File: src/rtl/core/rgb_to_hsv_converter_defines.svh
// Assertion macros shared by the converter RTL.
// Included by the files that carry concurrent checks; no other dependencies.
`ifndef RGB_TO_HSV_CONVERTER_DEFINES_SVH
`define RGB_TO_HSV_CONVERTER_DEFINES_SVH

// Same-cycle implication, disabled while reset is high.
`define HSV_ASSERT_IMP(lbl, clk_s, rst_s, ante, cons) \
  lbl: assert property (@(posedge clk_s) disable iff (rst_s) (ante) |-> (cons)) \
    else $error("hsv check failed");

// Next-cycle implication, disabled while reset is high.
`define HSV_ASSERT_NXT(lbl, clk_s, rst_s, ante, cons) \
  lbl: assert property (@(posedge clk_s) disable iff (rst_s) (ante) |=> (cons)) \
    else $error("hsv check failed");

`endif

File: src/rtl/core/hsv_pkg.sv
// Shared widths, constants and types for the RGB to HSV converter.
// No dependencies.
`timescale 1ns / 1ps
package hsv_pkg;

  localparam int CH_W    = 8;
  localparam int HUE_W   = 15;
  localparam int SAT_W   = 13;
  localparam int QUO_W   = 13;   // quotients reach 4096
  localparam int NUM_W   = 20;   // 255 * 4096 fits
  localparam int FRONT_STAGES = 2;

  localparam int HUE_SECTOR = 3840;  // 60 degrees in 1/64 degree
  localparam int HUE_FULL   = 23040;
  localparam int SAT_SHIFT  = 12;    // Q1.12

  localparam int HSV_DIV_STEPS = 4;  // quotient bits per divider stage

  typedef enum logic [1:0] {
    SECT_RED,
    SECT_GREEN,
    SECT_BLUE
  } sector_t;

  // Fields that ride alongside the dividers.
  typedef struct packed {
    logic [CH_W-1:0] value;
    sector_t         sector;
    logic            neg;
    logic            grey;
  } side_t;

endpackage

File: src/rtl/core/hsv_front.sv
// Front two pipeline stages: max/min, sector select, hue difference,
// then divider numerators and denominators. Depends on hsv_pkg.
`timescale 1ns / 1ps
module hsv_front import hsv_pkg::*; (
  input  logic                    clk,
  input  logic [FRONT_STAGES-1:0] en,
  input  logic [CH_W-1:0]         red,
  input  logic [CH_W-1:0]         green,
  input  logic [CH_W-1:0]         blue,
  output side_t                   side,
  output logic [NUM_W-1:0]        num_s,
  output logic [NUM_W-1:0]        num_h,
  output logic [CH_W-1:0]         den_s,
  output logic [CH_W-1:0]         den_h
);

  logic [CH_W-1:0] mx, mn;
  logic signed [CH_W:0] diff, absd;
  side_t           s1_side_next;
  side_t           s1_side;
  logic [CH_W-1:0] s1_delta;
  logic [CH_W-1:0] s1_absdiff;
  logic [CH_W+3:0] x15;

  always_comb begin
    mx = (red > green) ? red : green;
    mn = (red < green) ? red : green;
    if (blue > mx) mx = blue;
    if (blue < mn) mn = blue;

    s1_side_next.value = mx;
    s1_side_next.grey  = (mx == mn);
    priority if (red == mx) begin
      s1_side_next.sector = SECT_RED;
      diff = $signed({1'b0, green}) - $signed({1'b0, blue});
    end else if (green == mx) begin
      s1_side_next.sector = SECT_GREEN;
      diff = $signed({1'b0, blue}) - $signed({1'b0, red});
    end else begin
      s1_side_next.sector = SECT_BLUE;
      diff = $signed({1'b0, red}) - $signed({1'b0, green});
    end
    s1_side_next.neg = diff[CH_W];
    absd = diff[CH_W] ? -diff : diff;
  end

  always_ff @(posedge clk) begin
    if (en[0]) begin
      s1_side    <= s1_side_next;
      s1_delta   <= mx - mn;
      s1_absdiff <= absd[CH_W-1:0];
    end
  end

  // 3840 * d = (16 * d - d) << 8
  assign x15 = {s1_absdiff, 4'b0} - {4'b0, s1_absdiff};

  always_ff @(posedge clk) begin
    if (en[1]) begin
      side  <= s1_side;
      num_s <= {s1_delta, {SAT_SHIFT{1'b0}}};
      num_h <= {x15, 8'b0};
      den_s <= s1_side.value;
      den_h <= s1_delta;
    end
  end

endmodule

File: src/rtl/core/hsv_div.sv
// Pipelined restoring divider: STEPS quotient bits per register stage.
// Quotient must stay below 2**QUO_W. Depends on hsv_pkg.
`timescale 1ns / 1ps
module hsv_div import hsv_pkg::*; #(
  parameter int STEPS = HSV_DIV_STEPS,
  localparam int DIV_STAGES = (QUO_W + STEPS - 1) / STEPS
) (
  input  logic                  clk,
  input  logic [DIV_STAGES-1:0] en,
  input  logic [NUM_W-1:0]      num,
  input  logic [CH_W-1:0]       den,
  output logic [QUO_W-1:0]      quo
);

  // rem stays below den, so CH_W bits hold it
  logic [CH_W-1:0]  rem_q  [DIV_STAGES];
  logic [QUO_W-1:0] work_q [DIV_STAGES];
  logic [CH_W-1:0]  den_q  [DIV_STAGES];

  for (genvar s = 0; s < DIV_STAGES; s++) begin : g_stage
    logic [CH_W-1:0]  rem_in, rem_next;
    logic [QUO_W-1:0] work_in, work_next;
    logic [CH_W-1:0]  den_in;
    logic [CH_W:0]    t;
    logic [CH_W:0]    sub;

    if (s == 0) begin : g_first
      assign rem_in  = CH_W'(num[NUM_W-1:QUO_W]);
      assign work_in = num[QUO_W-1:0];
      assign den_in  = den;
    end else begin : g_rest
      assign rem_in  = rem_q[s-1];
      assign work_in = work_q[s-1];
      assign den_in  = den_q[s-1];
    end

    always_comb begin
      rem_next  = rem_in;
      work_next = work_in;
      t   = '0;
      sub = '0;
      for (int k = 0; k < STEPS; k++) begin
        if (s * STEPS + k < QUO_W) begin
          t   = {rem_next, work_next[QUO_W-1]};
          sub = t - {1'b0, den_in};
          if (t >= {1'b0, den_in}) begin
            rem_next  = sub[CH_W-1:0];
            work_next = {work_next[QUO_W-2:0], 1'b1};
          end else begin
            rem_next  = t[CH_W-1:0];
            work_next = {work_next[QUO_W-2:0], 1'b0};
          end
        end
      end
    end

    always_ff @(posedge clk) begin
      if (en[s]) begin
        rem_q[s]  <= rem_next;
        work_q[s] <= work_next;
        den_q[s]  <= den_in;
      end
    end
  end

  assign quo = work_q[DIV_STAGES-1];

endmodule

File: src/rtl/core/hsv_back.sv
// Output stage: hue assembly from sector offset and quotient, wrap of
// negative hue, grey override, output register. Depends on hsv_pkg.
`timescale 1ns / 1ps
module hsv_back import hsv_pkg::*; (
  input  logic              clk,
  input  logic              en,
  input  side_t             side,
  input  logic [QUO_W-1:0]  quo_s,
  input  logic [QUO_W-1:0]  quo_h,
  output logic [HUE_W-1:0]  hue,
  output logic [SAT_W-1:0]  sat,
  output logic [CH_W-1:0]   value
);

  logic signed [HUE_W:0] off, qs, hs;
  logic [HUE_W-1:0]      hue_next;
  logic [SAT_W-1:0]      sat_next;

  always_comb begin
    unique case (side.sector)
      SECT_RED:   off = '0;
      SECT_GREEN: off = (HUE_W+1)'(2 * HUE_SECTOR);
      SECT_BLUE:  off = (HUE_W+1)'(4 * HUE_SECTOR);
      default:    off = '0;
    endcase
    qs = $signed({{(HUE_W+1-QUO_W){1'b0}}, quo_h});
    if (side.neg) qs = -qs;
    hs = off + qs;
    if (hs < 0) hs = hs + (HUE_W+1)'(HUE_FULL);
    hue_next = side.grey ? '0 : hs[HUE_W-1:0];
    sat_next = side.grey ? '0 : quo_s;
  end

  always_ff @(posedge clk) begin
    if (en) begin
      hue   <= hue_next;
      sat   <= sat_next;
      value <= side.value;
    end
  end

endmodule

File: src/rtl/core/rgb_to_hsv_converter.sv
// RGB to HSV converter top level: pipeline control and stage wiring.
// Depends on hsv_pkg, hsv_front, hsv_div, hsv_back and the defines header.
//
// Usage:
//   Pixel channel: pix_valid / pix_stall with red_in, green_in, blue_in.
//   Result channel: hsv_valid / hsv_stall with hue_out, sat_out, value_out.
//   An item moves when valid is high and stall is low at a rising edge.
//   Throughput is one pixel per clock while hsv_stall is low. The stages
//   are two front stages, the divider stages and the output register.
//   The divider stage count sets the depth; two dividers (saturation
//   and hue) run side by side.
//   Each stage holds its item only while the stage after it is full and
//   blocked, so bubbles close up and pix_stall rises only when every stage
//   holds an item and hsv_stall is high. A stalled result stays on the
//   outputs unchanged.
//   Synchronous reset (rst) empties the pipeline; data is not reset.
`timescale 1ns / 1ps
`include "rgb_to_hsv_converter_defines.svh"
module rgb_to_hsv_converter import hsv_pkg::*; #(
  parameter int DIV_STEPS_PER_STAGE = HSV_DIV_STEPS
) (
  input  logic             clk,
  input  logic             rst,
  input  logic             pix_valid,
  output logic             pix_stall,
  input  logic [CH_W-1:0]  red_in,
  input  logic [CH_W-1:0]  green_in,
  input  logic [CH_W-1:0]  blue_in,
  output logic             hsv_valid,
  input  logic             hsv_stall,
  output logic [HUE_W-1:0] hue_out,
  output logic [SAT_W-1:0] sat_out,
  output logic [CH_W-1:0]  value_out
);

  localparam int DIV_STAGES = (QUO_W + DIV_STEPS_PER_STAGE - 1) / DIV_STEPS_PER_STAGE;
  localparam int NST        = FRONT_STAGES + DIV_STAGES + 1;

  logic [NST-1:0]   valid_q;
  logic [NST-1:0]   en;
  side_t            front_side;
  logic [NUM_W-1:0] num_s, num_h;
  logic [CH_W-1:0]  den_s, den_h;
  logic [QUO_W-1:0] quo_s, quo_h;
  side_t            side_q [DIV_STAGES];

  // a stage loads when empty or when its contents move on
  always_comb begin
    en[NST-1] = !valid_q[NST-1] || !hsv_stall;
    for (int s = NST - 2; s >= 0; s--) begin
      en[s] = !valid_q[s] || en[s+1];
    end
  end

  always_ff @(posedge clk) begin
    if (rst) begin
      valid_q <= '0;
    end else begin
      if (en[0]) valid_q[0] <= pix_valid;
      for (int s = 1; s < NST; s++) begin
        if (en[s]) valid_q[s] <= valid_q[s-1];
      end
    end
  end

  assign pix_stall = !en[0];
  assign hsv_valid = valid_q[NST-1];

  hsv_front u_front (
    .clk   (clk),
    .en    (en[FRONT_STAGES-1:0]),
    .red   (red_in),
    .green (green_in),
    .blue  (blue_in),
    .side  (front_side),
    .num_s (num_s),
    .num_h (num_h),
    .den_s (den_s),
    .den_h (den_h)
  );

  hsv_div #(.STEPS(DIV_STEPS_PER_STAGE)) u_div_sat (
    .clk (clk),
    .en  (en[FRONT_STAGES +: DIV_STAGES]),
    .num (num_s),
    .den (den_s),
    .quo (quo_s)
  );

  hsv_div #(.STEPS(DIV_STEPS_PER_STAGE)) u_div_hue (
    .clk (clk),
    .en  (en[FRONT_STAGES +: DIV_STAGES]),
    .num (num_h),
    .den (den_h),
    .quo (quo_h)
  );

  // sideband fields follow the divider stages
  for (genvar d = 0; d < DIV_STAGES; d++) begin : g_side
    if (d == 0) begin : g_first
      always_ff @(posedge clk) begin
        if (en[FRONT_STAGES]) side_q[0] <= front_side;
      end
    end else begin : g_rest
      always_ff @(posedge clk) begin
        if (en[FRONT_STAGES + d]) side_q[d] <= side_q[d-1];
      end
    end
  end

  hsv_back u_back (
    .clk   (clk),
    .en    (en[NST-1]),
    .side  (side_q[DIV_STAGES-1]),
    .quo_s (quo_s),
    .quo_h (quo_h),
    .hue   (hue_out),
    .sat   (sat_out),
    .value (value_out)
  );

  `HSV_ASSERT_IMP(a_hue_range, clk, rst, hsv_valid, hue_out < HUE_W'(HUE_FULL))
  `HSV_ASSERT_IMP(a_sat_range, clk, rst, hsv_valid, sat_out <= SAT_W'(1 << SAT_SHIFT))
  `HSV_ASSERT_IMP(a_grey_hue, clk, rst, hsv_valid && (sat_out == '0), hue_out == '0)
  `HSV_ASSERT_IMP(a_stall_full, clk, rst, pix_stall, (&valid_q) && hsv_stall)

endmodule

File: config.mk
export PLATFORM = sky130hd
export DESIGN_NAME = rgb_to_hsv_converter
export DESIGN_NICKNAME = d
export VERILOG_FILES = /design/src/rtl/core/hsv_pkg.sv /design/src/rtl/core/hsv_front.sv /design/src/rtl/core/hsv_div.sv /design/src/rtl/core/hsv_back.sv /design/src/rtl/core/rgb_to_hsv_converter.sv
export VERILOG_INCLUDE_DIRS = /design/src /design/src/rtl/core
export SDC_FILE = /design/constraint.sdc
export NUM_CORES = 1
export LEC_CHECK = 0
export ABC_AREA = 1
export BUFFER_PORTS_ARGS = -buffer_cell sky130_fd_sc_hd__buf_2
export CAP_MARGIN = 20
export CORE_MARGIN = 2
export CORE_UTILIZATION = 55
export CTS_CLUSTER_DIAMETER = 60
export DETAILED_ROUTE_END_ITERATION = 10
export GPL_TIMING_DRIVEN = 0
export PLACE_DENSITY = 0.72
export SYNTH_ARGS = -nofsm -noshare
export SYNTH_HDL_FRONTEND = slang
export SYNTH_HIERARCHICAL = 1
export SYNTH_SLANG_ARGS = --single-unit
File: constraint.sdc
create_clock -name clk -period 20.3 [get_ports clk]
set_input_delay 2.03 -clock clk [delete_from_list [all_inputs] [get_ports clk]]
set_output_delay 2.03 -clock clk [all_outputs]
set_load 0.02 [all_outputs]
==> results of run 1 <==
[flip-flops by register name, summed over array words and instances (netlist names), 12 cells and up]
register          flops
u_div_hue/work_q     52
u_div_sat/work_q     52
side_q               48
u_div_hue/den_q      24
u_div_hue/rem_q      24
u_div_sat/den_q      24
u_div_sat/rem_q      24
u_back/hue           15
u_back/sat           13
u_front/num_h        12
u_front/s1_side      12
[metal layers]
layer | track usage (%) | vias to the layer above | share of wire [%]
li1 | - | 10675 | -
met1 | 31.3 | 9449 | 46
met2 | 40.0 | 507 | 46
met3 | 2.80 | 122 | 4.5
met4 | 9.59 | 0 | 3.5
met5 | 0 | - | 0
[worst min-delay path by stage]
stage | end | start | slack, ns
CTS | u_div_sat/work_q[2][7]$_DFFE_PP_ | u_div_sat/work_q[1][3]$_DFFE_PP_ | 0.39
detailed placement | u_div_hue/work_q[1][10]$_DFFE_PP_ | u_div_hue/work_q[0][6]$_DFFE_PP_ | 0.40
global placement | u_div_sat/work_q[2][6]$_DFFE_PP_ | u_div_sat/work_q[1][2]$_DFFE_PP_ | 0.40
global route | u_div_sat/work_q[2][7]$_DFFE_PP_ | u_div_sat/work_q[1][3]$_DFFE_PP_ | 0.40
floorplan | side_q[0][0]$_DFFE_PP_ | u_front/side[0]$_DFFE_PP_ | 0.40
finish | u_div_sat/work_q[3][6]$_DFFE_PP_ | u_div_sat/work_q[2][5]$_DFFE_PP_ | 0.40
[metrics by stage]
step	worst slack [ns]	cell area (um2)	hold WS, ns	util [%]	std cells
4_1_cts	12.68	29500	0.390	61.4	3913
5_1_grt	11.97	29500	0.396	61.4	3914
3_5_place_dp	12.55	28100	0.405	58.7	3841
6_report	12.57	29500	0.399	61.4	3914
3_3_place_gp	12.28	28000	0.401	58.3	3835
2_1_floorplan	13.36	26900	0.400	-	3155
[synthesized netlist by cell type (14+ instances only)]
master | number | area share, %
a21oi_1 | 182 | 3.4
buf_4 | 37 | 1.0
edfxtp_1 | 344 | 39
fa_1 | 29 | 2.2
ha_1 | 268 | 13
inv_1 | 437 | 6.1
inv_2 | 34 | 0.48
nand2_1 | 784 | 11
nand2_2 | 50 | 1.2
nand2_4 | 18 | 0.76
nand3_1 | 200 | 3.7
nand3_2 | 18 | 0.67
nand3b_1 | 14 | 0.39
nand4_1 | 45 | 1.1
nor2_1 | 177 | 2.5
nor2_2 | 27 | 0.63
nor3_1 | 17 | 0.32
o21ai_0 | 88 | 1.6
o21ai_1 | 37 | 0.69
or2_2 | 14 | 0.33
xnor2_1 | 59 | 1.9
xor2_1 | 95 | 3.1
[cell usage in the layout (no fill, tap or decap), drive strengths merged, types with 5 or more instances in the layout]
| master | netlist | final |
|---|---|---|
| o211ai | 9 | 9 |
| edfxtp | 344 | 344 |
| clkbuf | 5 | 54 |
| xnor2 | 59 | 59 |
| o21a | 10 | 10 |
| ha | 268 | 268 |
| or2 | 22 | 22 |
| nor3 | 18 | 18 |
| buf | 56 | 127 |
| dfxtp | 7 | 7 |
| nor2 | 218 | 218 |
| inv | 471 | 476 |
| xor2 | 95 | 95 |
| nand3 | 228 | 228 |
| nand4 | 48 | 48 |
| a21oi | 196 | 196 |
| nand3b | 16 | 16 |
| fa | 29 | 29 |
| nand2 | 852 | 852 |
| a31oi | 5 | 5 |
| conb | 1 | 20 |
| clkinv | 2 | 13 |
| o21ai | 138 | 138 |
| a211oi | 9 | 9 |
[cell families after synthesis]
family | share of synthesized area, %
compound gates | 8.34
xor+xnor | 5.03
fa+ha+maj | 14.7
buf+inv | 8.46
flops | 39.1
other cells | 0.0140
simple gates | 24.4
[worst max-delay path: cells and delay by family, from the launching register on]
kind | cells | cell delay, ns
and+or+nand+nor | 21 | 2.58
DFF | 1 | 0.52
adders and majority gates | 5 | 1.51
buffers and inverters | 7 | 0.93
AOI/OAI and AO/OA | 10 | 2.03
[area by class of cell]
| type | count | area, um2 | share of cell area (%) |
|---|---|---|---|
| clock inverter | 23 | 278 | 0.943 |
| sequential | 351 | 10500 | 35.5 |
| tap | 615 | 769 | 2.61 |
| inverter | 473 | 1780 | 6.03 |
| timing repair buffer | 71 | 460 | 1.56 |
| clock buffer | 49 | 1060 | 3.58 |
| multi-input combinational | 2270 | 14200 | 48.0 |
| antenna | 1 | 2.50 | 0.00850 |
| buffer | 61 | 492 | 1.67 |
==> flow_summary_export.csv, run 1 <==
group,metric,value,unit
clocking,cts_buffers,40,
final_layout,drive_gt1_share,12.5,%
synthesis,ys_seq_area_share,39.1,%
critical_path,critical_path.endpoint,"u_div_sat/rem_q[0][4]$_DFFE_PP_",
drt,drt_iter0_drc,1443,
critical_path,endpoint_kind,"flip-flop",
critical_path,r2r_slack,12.57,ns
clocking,root_buffer,"clkbuf_16",
clocking,cts_tree,"yes",
timing,final.min_clock_period,7.73,ns
clocking,cts_resized,0,
global_route,overflow,0,
synthesis,avgSynthCellArea,8.54,um2
timing,max_freq,129,MHz
drt,wirelength,59400,um
timing,skew,0.0308,ns
drt,drc,0,
timing,final-hold-violation-count,0,
die,die_y,225,um
die,start_util,55.9,%
drt,firstDrtPassIters,6,
drt,wire_per_inst,15.2,um
job,max_cap_violations,0,
synthesis,synth_edf_count,344,
timing,fin_tns_setup,0,ns
die,io-pin-count,66,
critical_path,reg2regPathDepth,43,
die,fp-row-count,80,
critical_path,worstSetupStartpoint,"u_front/num_s[12]$_DFFE_PP_",
critical_path,timing.rr.start,"u_front/num_s[12]$_DFFE_PP_",
synthesis,synth_cell_types,62,
timing,rsz0062_at_grt,"no",
synthesis,synth_cells,3136,
worst_hold_path,min_path_type,"reg2reg",
worst_hold_path,min_path_cells,0,
die,die_w,225,um
drt,vias,20753,
critical_path,rr_endpoint,"u_div_sat/rem_q[0][4]$_DFFE_PP_",
final_layout,area_growth,9.93,%
clocking,htreeDepth,2,
placed_design,hpwl,46800,um
timing,fin_crit_sh,38.1,%
clocking,path_clk_slew,0.06,ns
timing,setup_viol,0,
critical_path,max_stage_delay,0.52,ns
synthesis,ys_warn_count,6,
timing,worst_slew_margin_rel,37.2,%
clocking,cts_post_setup_buffers_inserted,0,
placed_design,place_congestion,0.935,
run_status,status,"finished clean",
critical_path,slowest_stage,"edfxtp_1",
final_layout,nNetsFinal,3593,
clocking,cts_buffer_depth,3,
final_layout,n_fill_cell,4057,
critical_path,cp.arrival,8.13,ns
global_route,antenna_found_initial,1,
synthesis,synth_area,0.0268,mm2
global_route,groute.usage.overall,23.8,%
die,dieArea,0.0505,mm2
critical_path,crit_top_cell,"nand2_1",
critical_path,critPathRequiredTime,20.70,ns
global_route,grt_pass1_vias,19880,
drt,viasPerCell,5.30,
die,core,0.0479,mm2
critical_path,crit_path_start_kind,"flip-flop",
global_route,grt_first_pass_wirelength,97100,um
placed_design,io_buffer_count,65,
synthesis,ys_ff_latch,351,
drt,ant_nets,0,
critical_path,path_class,"reg2reg",
critical_path,cp_max_fo,10,
timing,slew_viol_final,0,
clocking,cts_sinks,351,
synthesis,synthArstFlopShare,0,%
timing,worstMarginPinSlew,0.940,ns
clocking,clock_latency,0.57,ns
global_route,grt_max_degree,48,
clocking,hold_buffers,0,
synthesis,synth-main-ff-cell,"edfxtp_1",
Power of run 1 is not shown: default switching activity piles up to over one toggle a cycle in this logic, so the estimate is an artifact.
==> run 2: changes to the inputs <==
==> constraint.sdc (replaced) <==
create_clock -name clk -period 7.5 [get_ports clk]
set_input_delay 0.75 -clock clk [delete_from_list [all_inputs] [get_ports clk]]
set_output_delay 0.75 -clock clk [all_outputs]
set_load 0.02 [all_outputs]
==> run 2 against run 1 <==
  * Design area up 1.5%
  * Flip-flop and latch count unchanged
  * Core utilization grew 0.91 points
  * Clock skew fell by 0.00078 ns
  * Global-route usage about the same
  * Setup slack got worse by 12 ns
  * Critical endpoint is now u_div_sat/rem_q[0][5]$_DFFE_PP_
  * Via count increased by 1.3%
  * Register-to-register slack lost 12 ns
==> flow_summary_export.csv, run 2 (synthesis results as in run 1) <==
group,metric,value,unit
run_status,status,"finished clean",
clocking,clock_latency,0.57,ns
clocking,cts_buffers,40,
timing,fin_crit_sh,94.5,%
drt,drc,0,
die,die_y,225,um
die,core,0.0479,mm2
critical_path,r2r_slack,0.41,ns
global_route,grt_pass1_vias,19900,
timing,slew_viol_final,0,
global_route,groute.usage.overall,23.8,%
global_route,grt_max_degree,48,
final_layout,area_growth,11.6,%
die,fp-row-count,80,
timing,setup_viol,0,
critical_path,crit_top_cell,"nand2_1",
die,die_w,225,um
global_route,overflow,0,
critical_path,cp_max_fo,10,
timing,max_freq,141,MHz
timing,fin_ws,0.413,ns
timing,final-hold-violation-count,0,
final_layout,reg_top3,"u_div_hue/work_q x52, u_div_sat/work_q x52, side_q x48",
critical_path,reg2regPathDepth,38,
critical_path,timing.rr.start,"u_front/den_s[1]$_DFFE_PP_",
timing,worst_slew_margin_rel,38.0,%
critical_path,rr_endpoint,"u_div_sat/rem_q[0][5]$_DFFE_PP_",
critical_path,endpoint_kind,"flip-flop",
clocking,cts_tree,"yes",
final_layout,drive_gt1_share,14.4,%
critical_path,crit_path_start_kind,"flip-flop",
final_layout,final_cell_mix,"nand2_1 (780), inv_1 (421), edfxtp_1 (344)",
clocking,htreeDepth,2,
final_layout,nNetsFinal,3624,
drt,ant_nets,0,
timing,worstMarginPinSlew,0.928,ns
placed_design,io_buffer_count,65,
timing,final.min_clock_period,7.09,ns
critical_path,max_stage_delay,0.56,ns
placed_design,dpl_cell_area,0.0281,mm2
final_layout,fin_area,0.0299,mm2
die,start_util,55.9,%
die,dieArea,0.0505,mm2
final_layout,final_common_cell,"nand2_1",
clocking,cts_sinks,351,
worst_hold_path,min_path_type,"reg2reg",
critical_path,cp.arrival,7.38,ns
clocking,path_clk_slew,0.06,ns
global_route,grt_first_pass_wirelength,97200,um
drt,wire_per_inst,15.3,um
drt,drt_iter0_drc,1387,
critical_path,critical_path.endpoint,"u_div_sat/rem_q[0][5]$_DFFE_PP_",
drt,viasPerCell,5.33,
critical_path,worstSetupStartpoint,"u_front/den_s[1]$_DFFE_PP_",
drt,vias,21014,
placed_design,place_ws,-0.0734,ns
critical_path,critPathRequiredTime,7.79,ns
job,max_cap_violations,0,
critical_path,slowest_stage,"edfxtp_1",
global_route,antenna_found_initial,1,
placed_design,place_congestion,0.935,
drt,wirelength,60400,um
drt,firstDrtPassIters,6,
critical_path,path_class,"reg2reg",
die,io-pin-count,66,
placed_design,hpwl,46800,um
clocking,cts_buffer_depth,3,
clocking,root_buffer,"clkbuf_16",
timing,skew,0.0300,ns
-- run 2: cell types whose count changed in the layout (fill, tap and decap cells not counted), sizes merged --
| cell | delta |
|---|---|
| clkinvlp | +1 |
| buf | +30 |
| nand3 | +1 |
| inv | -1 |
-- run 2: area by class of cell --
type | instances | area [um2]
plain buffers | 61 | 498
repair buffers | 101 | 686
flip-flops and latches | 351 | 10500
well taps | 615 | 769
fillers | 4037 | 18100
multi-input cells | 2271 | 14400
clock inverters | 23 | 278
diodes | 1 | 2.50
inverters | 473 | 1780
clock buffers | 49 | 1060
-- run 2: timing repair --
item | 4_1_cts | 5_1_grt
pin swaps | 0 | 17
hold buffers | 0 | 0
buffers inserted | 1 | 29
cloned | 0 | 1
gates resized for setup | 4 | 57
setup endpoints to repair | 24 | 54
-- run 2: worst min path at each step --
stage                                     start                           endpoint  slack, ns  cells after the start
2_1_floorplan         u_front/side[0]$_DFFE_PP_             side_q[0][0]$_DFFE_PP_       0.40                      0
3_3_place_gp   u_div_sat/work_q[1][2]$_DFFE_PP_   u_div_sat/work_q[2][6]$_DFFE_PP_       0.40                      0
3_5_place_dp   u_div_hue/work_q[0][6]$_DFFE_PP_  u_div_hue/work_q[1][10]$_DFFE_PP_       0.40                      0
4_1_cts        u_div_sat/work_q[1][3]$_DFFE_PP_   u_div_sat/work_q[2][7]$_DFFE_PP_       0.39                      0
5_1_grt        u_div_sat/work_q[1][3]$_DFFE_PP_   u_div_sat/work_q[2][7]$_DFFE_PP_       0.40                      0
6_report       u_div_sat/work_q[2][5]$_DFFE_PP_   u_div_sat/work_q[3][6]$_DFFE_PP_       0.40                      0
-- run 2: worst max-delay path: cells and delay by family (launching register included) --
| kind | cells | cell delay (ns) |
|---|---|---|
| adders and majority gates | 4 | 1.43 |
| DFF | 1 | 0.56 |
| buffers and inverters | 5 | 0.79 |
| AOI/OAI and AO/OA | 11 | 2.01 |
| and+or+nand+nor | 18 | 2.03 |
-- run 2: layer usage --
layer | share of wire [%] | track usage [%] | vias to the layer above | wire [um]
li1 | - | - | 10744 | -
met1 | 45 | 31.4 | 9610 | 27300
met2 | 46 | 40.1 | 536 | 28100
met3 | 4.8 | 2.80 | 124 | 2880
met4 | 3.6 | 9.53 | 0 | 2180
met5 | 0 | 0 | - | 0
-- run 2: stage by stage --
step / hold WS (ns) / TNS, ns / utilization [%] / cells
floorplan: 0.400 / 0 / - / 3155
global route: 0.396 / -0.245 / 62.3 / 3945
finish: 0.399 / 0 / 62.3 / 3945
global placement: 0.401 / 0 / 58.3 / 3835
CTS: 0.390 / 0 / 61.5 / 3914
detailed placement: 0.405 / -0.963 / 58.7 / 3841
Power of run 2 is left out for the same reason.
